### src/rtl/core/sync_frame_deframer_crc16_core_defines.svh
// Assertion macros used by the deframer datapath, sfdcrc_dp.
// Needs a clock named clk and an active-low reset named rst_n in scope.
`ifndef SYNC_FRAME_DEFRAMER_CRC16_CORE_DEFINES_SVH
`define SYNC_FRAME_DEFRAMER_CRC16_CORE_DEFINES_SVH

// Same-cycle implication, disabled during reset.
`define SFDCRC_ASSERT_IMP(lbl, ante, cons, msg) \
  lbl: assert property (@(posedge clk) disable iff (!rst_n) (ante) |-> (cons)) \
    else $error(msg);

// Next-cycle implication, disabled during reset.
`define SFDCRC_ASSERT_NXT(lbl, ante, cons, msg) \
  lbl: assert property (@(posedge clk) disable iff (!rst_n) (ante) |=> (cons)) \
    else $error(msg);

`endif

### src/rtl/core/sfdcrc_pkg.sv
// Package for the deframer: constants, the controller/datapath interface
// structs and the CRC-16 byte update. Depends on nothing.
package sfdcrc_pkg;

  localparam int          MAX_WORDS_DEFAULT = 16;
  localparam int          CFG_W             = 5;
  localparam logic [4:0]  WORDS_RESET       = 5'd14;
  localparam logic [7:0]  HDR_GT            = 8'h3E;
  localparam logic [7:0]  HDR_STAR          = 8'h2A;
  localparam logic [15:0] CRC_INIT          = 16'h00FF;

  // Commands from the controller to the datapath.
  typedef struct packed {
    logic latch_tag;
    logic take_data;
    logic take_crclo;
    logic start_emit;
    logic load_out;
  } cmd_t;

  // Status from the datapath to the controller.
  typedef struct packed {
    logic is_gt;
    logic is_star;
    logic data_last;
    logic crc_match;
    logic emit_last;
    logic out_free;
  } sts_t;

  // Reflected CCITT update, one byte.
  function automatic logic [15:0] crc_step(input logic [15:0] crc, input logic [7:0] b);
    logic [7:0] d;
    d = b ^ crc[7:0];
    d = d ^ {d[3:0], 4'b0000};
    return {d, crc[15:8]} ^ {12'b0, d[7:4]} ^ {5'b0, d, 3'b000};
  endfunction

endpackage

### src/rtl/core/sfdcrc_dp.sv
// Datapath of the deframer: config register, CRC, payload memory and output register.
// Depends on sfdcrc_pkg and the assertion macros header.
`include "sync_frame_deframer_crc16_core_defines.svh"

module sfdcrc_dp #(
  parameter int MAX_WORDS = sfdcrc_pkg::MAX_WORDS_DEFAULT
) (
  input  logic                          clk,
  input  logic                          rst_n,
  input  logic [7:0]                    rx_byte,
  input  logic                          cfg_we,
  input  logic [sfdcrc_pkg::CFG_W-1:0]  cfg_words,
  input  sfdcrc_pkg::cmd_t              cmd_i,
  output sfdcrc_pkg::sts_t              sts_o,
  input  logic                          out_stall,
  output logic                          out_valid,
  output logic signed [15:0]            out_word_value,
  output logic [3:0]                    out_word_index,
  output logic [7:0]                    out_frame_tag,
  output logic                          out_last_word
);

  localparam int KW  = $clog2(MAX_WORDS + 1);
  localparam int AW  = (MAX_WORDS > 1) ? $clog2(MAX_WORDS) : 1;
  localparam int BCW = KW + 1;

  logic [sfdcrc_pkg::CFG_W-1:0] words_r;
  logic [KW-1:0]  nwords_r, eff_words, k_r;
  logic [BCW-1:0] bcnt_r;
  logic [15:0]    crc_r;
  logic [7:0]     tag_r, crc_lo_r, lo_byte_r;
  logic [15:0]    mem [MAX_WORDS];
  logic [15:0]    rdata_r;
  logic           out_valid_r;
  logic [15:0]    out_word_r;
  logic [3:0]     out_idx_r;
  logic [7:0]     out_tag_r;
  logic           out_last_r;

  // Saturate the programmed word count to 1..MAX_WORDS.
  always_comb begin
    if (words_r == '0) begin
      eff_words = KW'(1);
    end else if (int'(words_r) > MAX_WORDS) begin
      eff_words = KW'(MAX_WORDS);
    end else begin
      eff_words = KW'(words_r);
    end
  end

  assign sts_o.is_gt     = (rx_byte == sfdcrc_pkg::HDR_GT);
  assign sts_o.is_star   = (rx_byte == sfdcrc_pkg::HDR_STAR);
  assign sts_o.data_last = ((bcnt_r + BCW'(1)) == {nwords_r, 1'b0});
  assign sts_o.crc_match = ({rx_byte, crc_lo_r} == crc_r);
  assign sts_o.emit_last = (({1'b0, k_r} + BCW'(1)) == {1'b0, nwords_r});
  assign sts_o.out_free  = !out_valid_r || !out_stall;

  always_ff @(posedge clk) begin
    if (!rst_n) begin
      words_r     <= sfdcrc_pkg::WORDS_RESET;
      nwords_r    <= KW'(1);
      bcnt_r      <= '0;
      crc_r       <= sfdcrc_pkg::CRC_INIT;
      tag_r       <= '0;
      crc_lo_r    <= '0;
      k_r         <= '0;
      out_valid_r <= 1'b0;
    end else begin
      if (cfg_we) begin
        words_r <= cfg_words;
      end
      if (cmd_i.latch_tag) begin
        tag_r    <= rx_byte;
        nwords_r <= eff_words;
        bcnt_r   <= '0;
        crc_r    <= sfdcrc_pkg::CRC_INIT;
      end
      if (cmd_i.take_data) begin
        crc_r  <= sfdcrc_pkg::crc_step(crc_r, rx_byte);
        bcnt_r <= bcnt_r + BCW'(1);
      end
      if (cmd_i.take_crclo) begin
        crc_lo_r <= rx_byte;
      end
      if (cmd_i.start_emit) begin
        k_r <= '0;
      end else if (cmd_i.load_out) begin
        k_r <= k_r + KW'(1);
      end
      if (cmd_i.load_out) begin
        out_valid_r <= 1'b1;
      end else if (!out_stall) begin
        out_valid_r <= 1'b0;
      end
    end
  end

  // Payload memory: one word written per odd byte, one registered read port.
  always_ff @(posedge clk) begin
    if (cmd_i.take_data) begin
      if (bcnt_r[0]) begin
        mem[bcnt_r[AW:1]] <= {rx_byte, lo_byte_r};
      end else begin
        lo_byte_r <= rx_byte;
      end
    end
    rdata_r <= mem[k_r[AW-1:0]];
  end

  always_ff @(posedge clk) begin
    if (cmd_i.load_out) begin
      out_word_r <= rdata_r;
      out_idx_r  <= 4'(k_r);
      out_tag_r  <= tag_r;
      out_last_r <= sts_o.emit_last;
    end
  end

  assign out_valid      = out_valid_r;
  assign out_word_value = $signed(out_word_r);
  assign out_word_index = out_idx_r;
  assign out_frame_tag  = out_tag_r;
  assign out_last_word  = out_last_r;

  `SFDCRC_ASSERT_IMP(a_load_free, cmd_i.load_out, sts_o.out_free, "output overwritten")
  `SFDCRC_ASSERT_IMP(a_data_range, cmd_i.take_data, bcnt_r < (BCW'(nwords_r) << 1), "payload overrun")
  `SFDCRC_ASSERT_NXT(a_load_valid, cmd_i.load_out, out_valid_r, "loaded word not presented")

endmodule

### src/rtl/core/sfdcrc_ctrl.sv
// Controller of the deframer: header hunt, frame sequencing and word emission.
// Depends on sfdcrc_pkg.
module sfdcrc_ctrl (
  input  logic             clk,
  input  logic             rst_n,
  input  logic             in_valid,
  output logic             in_stall,
  input  sfdcrc_pkg::sts_t sts_i,
  output sfdcrc_pkg::cmd_t cmd_o
);

  typedef enum logic [8:0] {
    ST_HUNT  = 9'b000000001,
    ST_STAR  = 9'b000000010,
    ST_GT2   = 9'b000000100,
    ST_TAG   = 9'b000001000,
    ST_DATA  = 9'b000010000,
    ST_CRCLO = 9'b000100000,
    ST_CRCHI = 9'b001000000,
    ST_FETCH = 9'b010000000,
    ST_LOAD  = 9'b100000000
  } state_t;

  state_t state_r, state_nxt;
  logic   acc;

  // Bytes are refused only while words are read out of the payload memory.
  assign in_stall = (state_r == ST_FETCH) || (state_r == ST_LOAD);
  assign acc      = in_valid && !in_stall;

  always_comb begin
    state_nxt = state_r;
    cmd_o     = '0;
    case (state_r)
      ST_HUNT: begin
        if (acc && sts_i.is_gt) state_nxt = ST_STAR;
      end
      ST_STAR: begin
        if (acc) begin
          if (sts_i.is_star) state_nxt = ST_GT2;
          else if (sts_i.is_gt) state_nxt = ST_STAR;
          else state_nxt = ST_HUNT;
        end
      end
      ST_GT2: begin
        if (acc) state_nxt = sts_i.is_gt ? ST_TAG : ST_HUNT;
      end
      ST_TAG: begin
        if (acc) begin
          cmd_o.latch_tag = 1'b1;
          state_nxt       = ST_DATA;
        end
      end
      ST_DATA: begin
        if (acc) begin
          cmd_o.take_data = 1'b1;
          if (sts_i.data_last) state_nxt = ST_CRCLO;
        end
      end
      ST_CRCLO: begin
        if (acc) begin
          cmd_o.take_crclo = 1'b1;
          state_nxt        = ST_CRCHI;
        end
      end
      ST_CRCHI: begin
        if (acc) begin
          if (sts_i.crc_match) begin
            cmd_o.start_emit = 1'b1;
            state_nxt        = ST_FETCH;
          end else begin
            state_nxt = ST_HUNT;
          end
        end
      end
      ST_FETCH: begin
        state_nxt = ST_LOAD;
      end
      ST_LOAD: begin
        if (sts_i.out_free) begin
          cmd_o.load_out = 1'b1;
          state_nxt      = sts_i.emit_last ? ST_HUNT : ST_FETCH;
        end
      end
      default: begin
        state_nxt = ST_HUNT;
      end
    endcase
  end

  always_ff @(posedge clk) begin
    if (!rst_n) begin
      state_r <= ST_HUNT;
    end else begin
      state_r <= state_nxt;
    end
  end

endmodule

### src/rtl/core/sync_frame_deframer_crc16_core.sv
// Top level of the serial frame deframer with CRC-16 check.
// Instantiates sfdcrc_ctrl and sfdcrc_dp; depends on sfdcrc_pkg.
//
// Usage:
// The input channel (in_valid, in_stall, in_rx_byte) carries one received serial
// byte per transfer. The block hunts for the header '>' '*' '>', takes one tag
// byte, 2*N payload bytes and two CRC bytes (low byte first). N is the word
// count programmed through cfg_we/cfg_words_in_use, clamped to 1..MAX_WORDS and
// sampled when the tag byte arrives; write it only while the block is idle.
// While a frame is received, the input is never stalled.
// When the CRC (initial value 0x00FF, over the payload only) matches, the
// block emits N result transfers on the output channel, one signed 16-bit
// little-endian word each, with its index, the frame tag and a last flag.
// Each word is first read from the payload memory into a register (FETCH)
// and then loaded into the output register (LOAD), once that register is
// free. The input is stalled during emission; a frame is 2*N+6 bytes long.
// A bad frame emits nothing and hunting resumes with the next byte.
// If the receiver stalls, the word in the output register holds and readout
// pauses; after the last word is loaded, new bytes are taken while it waits.
// Reset (rst_n low, synchronous) returns to hunting, sets N to 14 and empties
// the output register.
module sync_frame_deframer_crc16_core #(
  parameter int MAX_WORDS = sfdcrc_pkg::MAX_WORDS_DEFAULT
) (
  input  logic                          clk,
  input  logic                          rst_n,
  input  logic                          in_valid,
  output logic                          in_stall,
  input  logic [7:0]                    in_rx_byte,
  output logic                          out_valid,
  input  logic                          out_stall,
  output logic signed [15:0]            out_word_value,
  output logic [3:0]                    out_word_index,
  output logic [7:0]                    out_frame_tag,
  output logic                          out_last_word,
  input  logic                          cfg_we,
  input  logic [sfdcrc_pkg::CFG_W-1:0]  cfg_words_in_use
);

  // Commands and status are the only connection between the two halves.
  sfdcrc_pkg::cmd_t cmd;
  sfdcrc_pkg::sts_t sts;

  sfdcrc_ctrl u_ctrl (
    .clk      (clk),
    .rst_n    (rst_n),
    .in_valid (in_valid),
    .in_stall (in_stall),
    .sts_i    (sts),
    .cmd_o    (cmd)
  );

  sfdcrc_dp #(
    .MAX_WORDS (MAX_WORDS)
  ) u_dp (
    .clk            (clk),
    .rst_n          (rst_n),
    .rx_byte        (in_rx_byte),
    .cfg_we         (cfg_we),
    .cfg_words      (cfg_words_in_use),
    .cmd_i          (cmd),
    .sts_o          (sts),
    .out_stall      (out_stall),
    .out_valid      (out_valid),
    .out_word_value (out_word_value),
    .out_word_index (out_word_index),
    .out_frame_tag  (out_frame_tag),
    .out_last_word  (out_last_word)
  );

endmodule
### config.mk
export PLATFORM = sky130hd
export DESIGN_NAME = sync_frame_deframer_crc16_core
export DESIGN_NICKNAME = d
export VERILOG_FILES = /design/src/rtl/core/sfdcrc_pkg.sv /design/src/rtl/core/sfdcrc_dp.sv /design/src/rtl/core/sfdcrc_ctrl.sv /design/src/rtl/core/sync_frame_deframer_crc16_core.sv
export VERILOG_INCLUDE_DIRS = /design/src /design/src/rtl/core
export SDC_FILE = /design/constraint.sdc
export NUM_CORES = 1
export LEC_CHECK = 0
export ABC_AREA = 1
export BUFFER_PORTS_ARGS = -buffer_cell sky130_fd_sc_hd__buf_4
export CAP_MARGIN = 15
export CORE_UTILIZATION = 30
export CTS_BUF_LIST = sky130_fd_sc_hd__clkbuf_8
export DETAILED_ROUTE_END_ITERATION = 10
export HOLD_SLACK_MARGIN = 0.15
export SLEW_MARGIN = 15
export SYNTH_ARGS = -nofsm -noshare
export SYNTH_HDL_FRONTEND = slang
export SYNTH_SLANG_ARGS = --single-unit
### constraint.sdc
create_clock -name clk -period 6.9 [get_ports clk]
set_input_delay 1.38 -clock clk [delete_from_list [all_inputs] [get_ports clk]]
set_output_delay 1.38 -clock clk [all_outputs]
set_load 0.005 [all_outputs]
* Word-level counts from Yosys, hierarchy flattened
Memory sizes are Yosys's and may differ from the RTL's. A register that Yosys moved wholly into a read port is not among the register bits.
Index checks and enable logic that the tools add are counted.
** Word-level totals
- Register bits after elaboration :: 100
- RAM bits :: 256
- Input bits :: 18
- Memories :: 1
** Memory list
- u_dp.mem :: words 16, bits a word 16, read ports 1, clocked after memory_dff 1, write ports 1, line sfdcrc_dp.sv:32 : logic [15:0] mem [MAX_WORDS];
** Cells by class
- Add/subtract/negate cells :: 3
- Magnitude comparators :: 1
- Equal/unequal tests :: 24
- Muxes and demuxes :: 35
- Bitwise operators :: 6
- Reduce and logical (&&, ||, !) cells :: 12
** Operator list (count)
- 2-to-1 mux 9 bit :: 10
- one-hot mux 9 bit (9 select lines) :: 1
- 2-to-1 mux 16 bit :: 2
- == test 16 bit :: 1
- == test 8 x 6 -> 1 bit (second input constant) :: 2
- 2-to-1 mux 8 bit :: 2
- != test 2 x 1 -> 1 bit (second input constant) :: 8
- XOR 16 x 11 -> 16 bit :: 1
- XOR 16 x 4 -> 16 bit :: 1
- XOR 8 bit :: 2
- 2-to-1 mux 1 bit :: 14
- 2-to-1 mux 6 bit :: 2
- 2-to-1 mux 5 bit :: 2
- == test 9 x 1 -> 1 bit (second input constant) :: 1
- == test 9 x 2 -> 1 bit (second input constant) :: 1
- == test 9 x 3 -> 1 bit (second input constant) :: 1
- == test 9 x 4 -> 1 bit (second input constant) :: 1
- == test 9 x 5 -> 1 bit (second input constant) :: 1
- == test 9 x 6 -> 1 bit (second input constant) :: 1
- == test 9 x 7 -> 1 bit (second input constant) :: 1
- == test 9 x 8 -> 1 bit (second input constant) :: 1
- == test 9 bit (second input constant) :: 1
- AND reduction 9 bit :: 1
- adder 5 x 1 -> 6 bit (second input constant) :: 1
- other kinds (16) :: 22

* Depth between registers and ports, before layout
Gate-level depths: netlist (run 1).
- Depth in word-level cells :: 8
- Mapped depth :: 13
- Gate-level depth less buffers :: 13

* Cells and area by module
A second synthesis (run 1) with hierarchy kept.
** Second synthesis, totals
- Cells, all modules :: 1442
- Area total of the unflattened synthesis :: 15433.6 µm²
** Modules (own cells, without submodules)
- sfdcrc_dp :: times used 1, cells each 1313, area an instance 14689.1 µm², seq. area each 10199.8 µm²
- sfdcrc_ctrl :: times used 1, cells each 129, area an instance 744.5 µm², seq. area each 180.2 µm²

* Least setup slack after synthesis (run 1)
Ideal clock, no wire load.
- Path kind :: input -> register
- Start point :: in in_valid
- End point :: mem u_dp.mem[10][0], enable pin
- Data arrival time :: 3423 ps
- Required time :: 6470 ps
- Path slack :: 3046 ps
- Cell stages on the path :: 5
- Path buffers :: 1
- Path through :: inv_1 -> nor2_8 -> nand2_4 -> buf_4 -> nor4_1
** Between the ends
- Longest elaborated chain between the ends :: 5
** Ends and longest elaborated chain
- from (decl) :: line sync_frame_deframer_crc16_core.sv:27 : input logic in_valid,
- logical AND 1 bit :: line sfdcrc_ctrl.sv:29 : assign acc = in_valid && !in_stall;
- 2-to-1 mux 1 bit :: line sfdcrc_ctrl.sv:55 : if (acc) begin
- 2-to-1 mux 1 bit :: line sfdcrc_ctrl.sv:34 : case (state_r)
- 2-to-1 mux 1 bit :: line sfdcrc_dp.sv:100 : if (cmd_i.take_data) begin
- 2-to-1 mux 1 bit (implied by the code) :: line sfdcrc_dp.sv:102 : mem[bcnt_r[AW:1]] <= {rx_byte, lo_byte_r};
- to (decl) :: line sfdcrc_dp.sv:32
Every way passes these cells.

==> results of run 1 <==
## state kept, by name, summed over array words and instances (netlist names)
name / count
u_dp.mem: 256
u_dp.out_frame_tag: 8
u_dp.out_word_index: 4
u_dp.out_valid: 1
u_dp.out_word_value: 16
u_dp.k_r: 5
u_ctrl.state_r: 9
u_dp.out_last_word: 1
u_dp.tag_r: 8
u_dp.words_r: 5
u_dp.crc_lo_r: 8
u_dp.bcnt_r: 6
u_dp.crc_r: 16
u_dp.nwords_r: 5
u_dp.rdata_r: 16
u_dp.lo_byte_r: 8
## worst register-to-register path: stages, from the launching register on
cell      delay, ps
dfxtp_4         810
clkinv_2        720
buf_4           590
o21ai_0         350
o22ai_1         110
o21ai_0         230
o22ai_1         200
## placed cells by master, fill, tap and decap left out, types with 7 or more instances in the layout
master / Yosys / routed
a21oi_1: 49 / 49
a22oi_1: 9 / 9
buf_4: 2 / 68
clkbuf_8: 0 / 65
clkinv_1: 0 / 10
dfxtp_1: 79 / 77
edfxtp_1: 293 / 293
inv_1: 50 / 72
inv_2: 8 / 8
nand2_1: 132 / 132
nand2_2: 7 / 7
nand3_1: 35 / 35
nand4_1: 13 / 13
nor2_1: 230 / 226
nor2_2: 4 / 7
o21ai_0: 172 / 172
o22ai_1: 79 / 79
xnor2_1: 25 / 25
xor2_1: 17 / 17
## worst min-delay path by stage
stage	startpoint	endpoint	slack (ps)	cells after the start
6_report	u_dp.rdata_r[4]	u_dp.out_word_value[4]	400	0
3_5_place_dp	u_dp.rdata_r[13]	u_dp.out_word_value[13]	390	0
2_1_floorplan	u_dp.rdata_r[0]	u_dp.out_word_value[0]	390	0
4_1_cts	u_dp.rdata_r[14]	u_dp.out_word_value[14]	400	0
3_3_place_gp	u_dp.rdata_r[5]	u_dp.out_word_value[5]	390	0
5_1_grt	u_dp.rdata_r[14]	u_dp.out_word_value[14]	410	0
## cell type report
type / instances / area (µm²)
clock buffer: 65 / 894.6
inverter: 61 / 236.5
tap: 664 / 830.8
sequential: 372 / 10390
timing repair buffer: 68 / 510.5
fill: 4808 / 31880
multi-input combinational: 802 / 4016
clock inverter: 40 / 192.7
## power groups by stage
| stage | combinational [mW] | sequential [mW] | clock [mW] |
|---|---|---|---|
| after global routing | 0.298 | 2.45 | 1.86 |
| after detailed placement | 0.264 | 2.50 | 0 |
| final | 0.267 | 2.45 | 1.74 |
| after global placement | 0.260 | 2.50 | 0 |
| after CTS | 0.265 | 2.45 | 1.79 |
| after floorplan | 0.199 | 2.49 | 0 |
## kinds of logic after synthesis
group           count (synthesis)
buf+inv                       126
flops                         372
compound gates                319
fa+ha+maj                       2
simple gates                  439
xor+xnor                       42
## per-stage QoR
stage          instances    util  worst slack (ps)  hold WS, ps  power (mW)
6_report            2072  0.3486              3740        402.6       4.455
5_1_grt             2072  0.3486              3500        407.2       4.615
4_1_cts             2072  0.3486              3725        402.8       4.504
3_5_place_dp        1967  0.3264              3244        388.7       2.763
3_3_place_gp        1967  0.3264              3264        391.8       2.758
2_1_floorplan       1300       -              3046        385.5       2.690
## routing by layer
layer | up-vias | global-route usage | wire [µm]
met5 | - | 0 | 0
met4 | 0 | 0.05881 | 1039
met3 | 70 | 0.03044 | 2514
met2 | 322 | 0.2317 | 17270
met1 | 4863 | 0.1922 | 16140
li1 | 4752 | - | -
==> impl_metrics.yaml, run 1 <==
setup_path:
  cpMaxStageDelayCell: "dfxtp_4"
  crit_type: "reg2reg"
  endpoint: "u_dp.rdata_r[15]"
  path_max_fanout: 88
  r2r_setup_slack_ps: 3740
  critical_path.top_delay_family: "buffers and inverters"
  crit_arrival_ps: 3640
  start_kind: "flop"
  crit_chain: "clkinv_2 > buf_4 > o21ai_0 > o22ai_1 > o21ai_0 > o22ai_1"
  crit_required_ps: 7380
  end_kind: "flop"
  reg2reg_to: "u_dp.rdata_r[15]"
  crit_start: "u_dp.k_r[0]"
  reg2reg_depth: 6
  slowest_delay_ps: 810
  r2r_start: "u_dp.k_r[0]"
  critical_path_buf_inv_count: 2
  cp_num_cells: 6
logic_synthesis:
  async_reset_ff_frac: 0
  synth.most_common_cell: "edfxtp_1"
  yosysWarnings: 0
  synth-edff-count: 293
  yosys.area.top_type: "edfxtp_1"
  synth_seq_area_share: 0.6966
  yosys-mux-area-fraction: 0
  synth_area_um2: 14900
  synth_compound_area_frac: 0.1161
  yosys.area_share.xor_xnor: 0.02469
  syn-num-nets: 1320
  synth_cells: 1300
  synthDistinctLibCells: 39
  syn_avg_cell_area_um2: 11.46
  yosys.area_share.simple: 0.1256
  synthAdderAreaFrac: 0.001679
  synth_commonest_cells: "edfxtp_1, nor2_1, o21ai_0, nand2_1"
  synth_top_family_by_area: "simple AND/OR/NAND/NOR gates"
  synth-main-ff-cell: "edfxtp_1"
  synthDominantCellAreaShare: 0.5904
  synth_seq_cells: 372
  synth.area.top_cells: "edfxtp_1, dfxtp_1, nor2_1"
sta:
  slew_headroom: 0.2347
  setup_tns_ps: 0
  period_needed_ps: 3160
  setup_viol: 0
  fin_skew_ps: 28.23
  hold_viol: 0
  worst_slew_pin_slew_ps: 1144
  rsz0062_at_grt: "false"
  maxSlewViolCount: 0
  fmax_mhz: 316.4
  fin_crit_sh: 0.4580
grt:
  grt.overflow.total: 0
  grt_pass1_vias: 9611
  antenna_found_initial: 1
  grt_pass1_wl_mm: 56.17
  grt.total_usage: 0.1453
  grt_start_max_net_pins: 89
power:
  pwr-share-clk: 0.390
  power.density_nw_per_um2: 261.1
  power.leakage_nw: 5.975
  ir_drop_uv: 128.7
  power.share.sequential: 0.550
  swShare: 0.2346
  p_sw_mw: 1.045
  p_int_mw: 3.410
  p_comb_frac: 0.060
die:
  std_cell_rows: 81
  dieArea_um2: 50570
  io_pins: 49
  start_util: 0.3044
  die_w_um: 224.9
  placeableCoreArea_um2: 48950
  die-height_um: 224.9
layout:
  area_growth_pct: 14.53
  fin_area_um2: 17070
  diodes: 0
  fin_nets: 1383
  drive_gt1_frac: 0.1286
cts:
  post-cts-setup-buffers: 0
  clkSlewWorstSetupHoldPaths_ps: 60
  cts-hold-fix-buffers: 0
  numClockSinks: 372
  clk_latency_ps: 650
  root_buffer: "clkbuf_8"
  cts-htree-levels: 2
  cts_tree: "built"
  clk_path_buf_depth: 3
  cts_resized: 0
  cts_made_buffers: 58
flow_run:
  drv_cap: 0
routing:
  dr.pass1.iters: 5
  drt-initial-drc-count: 887
  ant_nets: 0
  routed_wl_mm: 36.97
  post_drt_wl_per_cell_um: 17.84
  drc: 0
  vias: 10010
  avgViaCountPerCell: 4.830
place:
  portBuffers: 48
  placed_cell_area_um2: 15980
  hpwl_mm: 21.91
  place_congestion: 0.8449
run_status:
  status: "finished clean"
min_path:
  hold_class: "reg2reg"
(Power assumes the default switching activity.)
==> inputs of run 2 (changes only) <==
==> constraint.sdc (replaced) <==
create_clock -name clk -period 3.13 [get_ports clk]
set_input_delay 0.626 -clock clk [delete_from_list [all_inputs] [get_ports clk]]
set_output_delay 0.626 -clock clk [all_outputs]
set_load 0.005 [all_outputs]
==> run 2 against run 1 <==
Net effect:
- register-to-register slack worse by 3100 ps
- cell area up 1.4%
- sequential power up 120%
- worst hold slack worse by 190 ps
- total power up 130%
- die area unchanged
- final cell count up 0.82%
- maximum frequency up 29%
- first-iteration DRC count up 11%
- clock power up 130%
- flip-flop and latch count unchanged
- largest power group unchanged
==> impl_metrics.yaml, run 2 (synthesis results as in run 1) <==
run_status:
  status: "finished clean"
place:
  hpwl_mm: 22.93
  dp.cells: 1976
  place_congestion: 0.8548
  portBuffers: 48
cts:
  clk_path_buf_depth: 3
  numClockSinks: 372
  root_buffer: "clkbuf_8"
  clkSlewWorstSetupHoldPaths_ps: 60
  cts_tree: "built"
  cts_made_buffers: 59
  cts-htree-levels: 2
  clk_latency_ps: 640
  post-cts-setup-buffers: 0
setup_path:
  path_max_fanout: 17
  crit_arrival_ps: 2760
  slowest_delay_ps: 370
  crit_required_ps: 3440
  crit_chain: "nor2_2 > nand2_2 > clkinv_2 > nand3_4 > nand2_4 > nor2_8 > nand2_4 > inv_4 > nand4_1 > nor2_2 > buf_4"
  end_kind: "flop"
  crit_type: "reg2reg"
  cpMaxStageDelayCell: "dfxtp_1"
  start_kind: "flop"
grt:
  grt.overflow.total: 0
  use_met2: 0.2468
  busiest_layer: "met2"
  grt.total_usage: 0.1506
  use_met1: 0.1970
  grt_use_met3: 0.02665
  antenna_found_initial: 1
  grt_pass1_vias: 10060
  grt_pass1_wl_mm: 58.17
  grt_start_max_net_pins: 134
die:
  placeableCoreArea_um2: 48950
  start_util: 0.3044
  std_cell_rows: 81
  io_pins: 49
  die-height_um: 224.9
  die_w_um: 224.9
  dieArea_um2: 50570
sta:
  hold-worst-slack_ps: 208.6
  slew_headroom: 0.5042
  fmax_mhz: 408.6
  setup_tns_ps: 0
  worst_slew_pin_slew_ps: 743.6
  maxSlewViolCount: 0
  period_needed_ps: 2447
  rsz0062_at_grt: "false"
  hold_viol: 0
  fin_skew_ps: 27.54
  fin_crit_sh: 0.7819
  setup_viol: 0
routing:
  post_drt_wl_per_cell_um: 18.23
  drc: 0
  vias: 10260
  drt-initial-drc-count: 984
  ant_nets: 0
  routed_wl_mm: 38.08
  avgViaCountPerCell: 4.913
  dr.pass1.iters: 7
min_path:
  hold_class: "in2reg"
power:
  total_power_mw: 10.06
  ir_drop_uv: 382.7
  pwr-share-clk: 0.403
  p_sw_mw: 2.412
  swShare: 0.2398
  p_int_mw: 7.645
  power.leakage_nw: 6.053
  power.share.sequential: 0.538
  p_comb_frac: 0.059
  power.density_nw_per_um2: 581.4
layout:
  fin_nets: 1394
  fillerInstances: 4755
  diodes: 0
  final_common_cell: "edfxtp_1"
  largest_reg_flops: 256
  instances_no_fill: 2089
  layout.area.seq_um2: 10390
  multi_input_area_um2: 4050
  layout_common_cells: "edfxtp_1, nor2_1, o21ai_0, nand2_1, o22ai_1"
  drive_gt1_frac: 0.1530
  area_growth_pct: 16.09
flow_run:
  drv_cap: 0
run 2: changes by cell type in the layout (fill, tap and decap cells not counted), sizes merged:
cell         delta
clkinv         +14
inv            -10
buf             +9
clkbuf          +3
dlygate4sd3     +1
run 2: layout make-up:
type,instances,area share
clock inverter,44,0.01432
inverter,61,0.01367
multi-input combinational,802,0.2341
tap,664,0.04803
timing repair buffer,78,0.03544
sequential,372,0.6003
clock buffer,68,0.05410
run 2: power groups by stage:
stage | clock (mW) | combinational, mW | sequential, mW
6_report | 4.05 | 0.594 | 5.41
3_3_place_gp | 0 | 0.580 | 5.51
5_1_grt | 4.38 | 0.675 | 5.41
2_1_floorplan | 0 | 0.438 | 5.49
3_5_place_dp | 0 | 0.593 | 5.51
4_1_cts | 4.16 | 0.596 | 5.41
run 2: repair_timing:
action / 4_1_cts / 5_1_grt
hold endpoints to repair: 1 / 0
resized for setup: 0 / 0
hold buffers: 1 / 0
run 2: worst paths after layout:
check	startpoint	end	slack, ps	depth (start not counted)
hold / removal	cfg_words_in_use[3]	u_dp.words_r[3]	210	3
setup / recovery	u_ctrl.state_r[7]	u_dp.mem[6][6]	680	11
hold reg to reg	u_dp.rdata_r[5]	u_dp.out_word_value[5]	400	0
setup reg to reg	u_ctrl.state_r[7]	u_dp.mem[6][6]	680	11
run 2: routing by layer:
layer / up-vias / share of wire
li1: 4779 / -
met1: 5028 / 0.43
met3: 80 / 0.064
met2: 376 / 0.48
met5: - / 0
met4: 0 / 0.033
run 2: metrics by stage:
stage,utilization,instance area (µm²),worst slack (ps)
after global routing,0.3534,17300,558.9
after detailed placement,0.3290,16110,704.8
final,0.3534,17300,682.7
after floorplan,-,14910,560.2
after CTS,0.3534,17300,669.1
after global placement,0.3290,16110,771.0
run 2: worst max-delay path: cells and delay by family, from the launching register on:
family | cells | cell delay (ps)
simple gates | 8 | 1120
flops | 1 | 370
buf+inv | 3 | 620
==> inputs of run 3 (changes only) <==
==> constraint.sdc (replaced) <==
create_clock -name clk -period 2.3 [get_ports clk]
set_input_delay 0.46 -clock clk [delete_from_list [all_inputs] [get_ports clk]]
set_output_delay 0.46 -clock clk [all_outputs]
set_load 0.005 [all_outputs]
==> run 3 against run 2 <==
Net effect:
- clock skew grew 14 ps
- total power grew 42%
- global-route usage grew 0.12 points
- sequential share of layout area shrank 2.1 points
- critical path type is now reg2out
- largest cell class unchanged
- largest power group unchanged
==> impl_metrics.yaml, run 3 (synthesis results as in run 1) <==
flow_run:
  drv_cap: 0
routing:
  vias: 10300
  dr.pass1.iters: 6
  drc: 0
  post_drt_wl_per_cell_um: 17.92
  ant_nets: 0
  routed_wl_mm: 38.21
  avgViaCountPerCell: 4.832
  drt-initial-drc-count: 685
cts:
  cts-htree-levels: 2
  clk_path_buf_depth: 3
  root_buffer: "clkbuf_8"
  numClockSinks: 372
  cts_made_buffers: 61
  clk_latency_ps: 650
  cts_tree: "built"
  clkSlewWorstSetupHoldPaths_ps: 60
setup_path:
  crit_chain: "inv_1 > nand2_1 > nor2_1 > nand2_4 > nand2_4 > buf_4"
  start_kind: "flop"
  crit_arrival_ps: 1720
  crit_required_ps: 1840
  critical_path.top_delay_family: "simple AND/OR/NAND/NOR gates"
  path_common_cell: "nand2_4"
  r2r_start: "u_ctrl.state_r[7]"
  cpMaxStageDelayCell: "dfxtp_1"
  path_max_fanout: 3
  slowest_delay_ps: 330
  crit_type: "reg2out"
  reg2reg_depth: 11
  end_kind: "output port"
  reg2reg_to: "u_dp.mem[14][9]"
  r2r_setup_slack_ps: 150
  critical_path_buf_inv_count: 2
place:
  place_congestion: 0.8477
  placed_cell_area_um2: 16420
  hpwl_mm: 23.57
  portBuffers: 48
sta:
  fin_skew_ps: 41.77
  setup_tns_ps: 0
  hold_viol: 0
  period_needed_ps: 2178
  fmax_mhz: 459.1
  maxSlewViolCount: 0
  slew_headroom: 0.4745
  worst_slew_pin_slew_ps: 787.4
  rsz0062_at_grt: "true"
  setup_viol: 0
  fin_crit_sh: 0.9469
grt:
  grt.total_usage: 0.1518
  antenna_found_initial: 0
  grt_pass1_wl_mm: 59.15
  grt_start_max_net_pins: 130
  grt_pass1_vias: 10470
  grt.overflow.total: 0
die:
  start_util: 0.3044
  die_w_um: 224.9
  die-height_um: 224.9
  std_cell_rows: 81
  dieArea_um2: 50570
  placeableCoreArea_um2: 48950
  io_pins: 49
power:
  power.density_nw_per_um2: 797.6
  power.share.sequential: 0.515
  p_int_mw: 10.99
  ir_drop_uv: 482.8
  p_comb_frac: 0.060
  p_sw_mw: 3.321
  pwr-share-clk: 0.425
  swShare: 0.2321
  power.leakage_nw: 6.364
min_path:
  holdCritStartpoint: "in_rx_byte[2]"
  holdPathEnd: "u_dp.tag_r[2]"
  hold_class: "in2reg"
  holdPathStages: 3
layout:
  fin_nets: 1435
  fillerInstances: 4720
  fin_area_um2: 17940
  area_growth_pct: 20.39
  layout_common_cells: "edfxtp_1, nor2_1, o21ai_0, nand2_1, buf_4"
  final_common_cell: "edfxtp_1"
  largest_reg_flops: 256
  diodes: 0
  drive_gt1_frac: 0.1662
run_status:
  status: "finished clean"
## run 3: cell types whose count changed in the layout (fill, tap and decap cells not counted), sizes merged
cell         change
buf             +22
bufinv           +3
clkbuf           +7
clkinv          -13
clkinvlp         +1
dlygate4sd3     +17
inv              +6
## run 3: how the worst max path moves through the flow
stage                           start  slack, ps         endpoint  depth (start not counted)
CTS                 u_ctrl.state_r[6]         50         in_stall                          6
global placement    u_ctrl.state_r[7]        200   u_dp.mem[8][3]                         11
detailed placement  u_ctrl.state_r[6]        170   u_dp.mem[8][3]                         11
global route        u_ctrl.state_r[0]         -2         in_stall                          6
floorplan           u_ctrl.state_r[8]       -130  u_dp.mem[13][0]                         11
finish              u_ctrl.state_r[5]        120         in_stall                          6
## run 3: final cells by class
class                      count  area (µm²)  area share
sequential                   372       10390      0.5789
multi-input combinational    802        4058      0.2262
timing repair buffer         117        1106     0.06165
clock buffer                  75        1032     0.05754
tap                          664       830.8     0.04631
clock inverter                41       291.5     0.01625
inverter                      61       236.5     0.01318
## run 3: per-stage QoR
step	hold slack [ps]	std cells	power [mW]	worst slack, ps	utilization
global placement	391.9	1998	8.319	199.3	0.3355
finish	219.5	2132	14.31	122.0	0.3665
detailed placement	388.7	1998	8.327	171.6	0.3355
floorplan	385.5	1300	8.071	-127.0	-
CTS	161.7	2132	14.45	50.25	0.3662
global route	180.4	2132	14.87	-2.217	0.3665
## run 3: what timing repair did
item / CTS / global route
hold buffers: 18 / 0
gates resized for setup: 0 / 4
endpoints found under the hold margin: 21 / 0
setup buffers: 0 / 0
endpoints found under the setup margin: 0 / 21
## run 3: per-layer routing
layer / global-route usage / vias to the layer above / routed length, µm
met5: 0 / - / 0
met4: 0.05069 / 0 / 884
met3: 0.02822 / 70 / 2226
met2: 0.2533 / 328 / 18490
met1: 0.1977 / 5044 / 16610
li1: - / 4860 / -
## run 3: power by group through the flow
stage	Clock, mW	Sequential [mW]	Combinational (mW)
finish	6.09	7.36	0.859
global route	6.53	7.37	0.974
CTS	6.24	7.36	0.853
detailed placement	0	7.50	0.826
global placement	0	7.50	0.822
floorplan	0	7.47	0.596
## run 3: worst min-delay path, delay by kind of cell
family | cells | cell delay [ps]
AOI/OAI and AO/OA | 1 | 80
buffers and inverters | 2 | 270
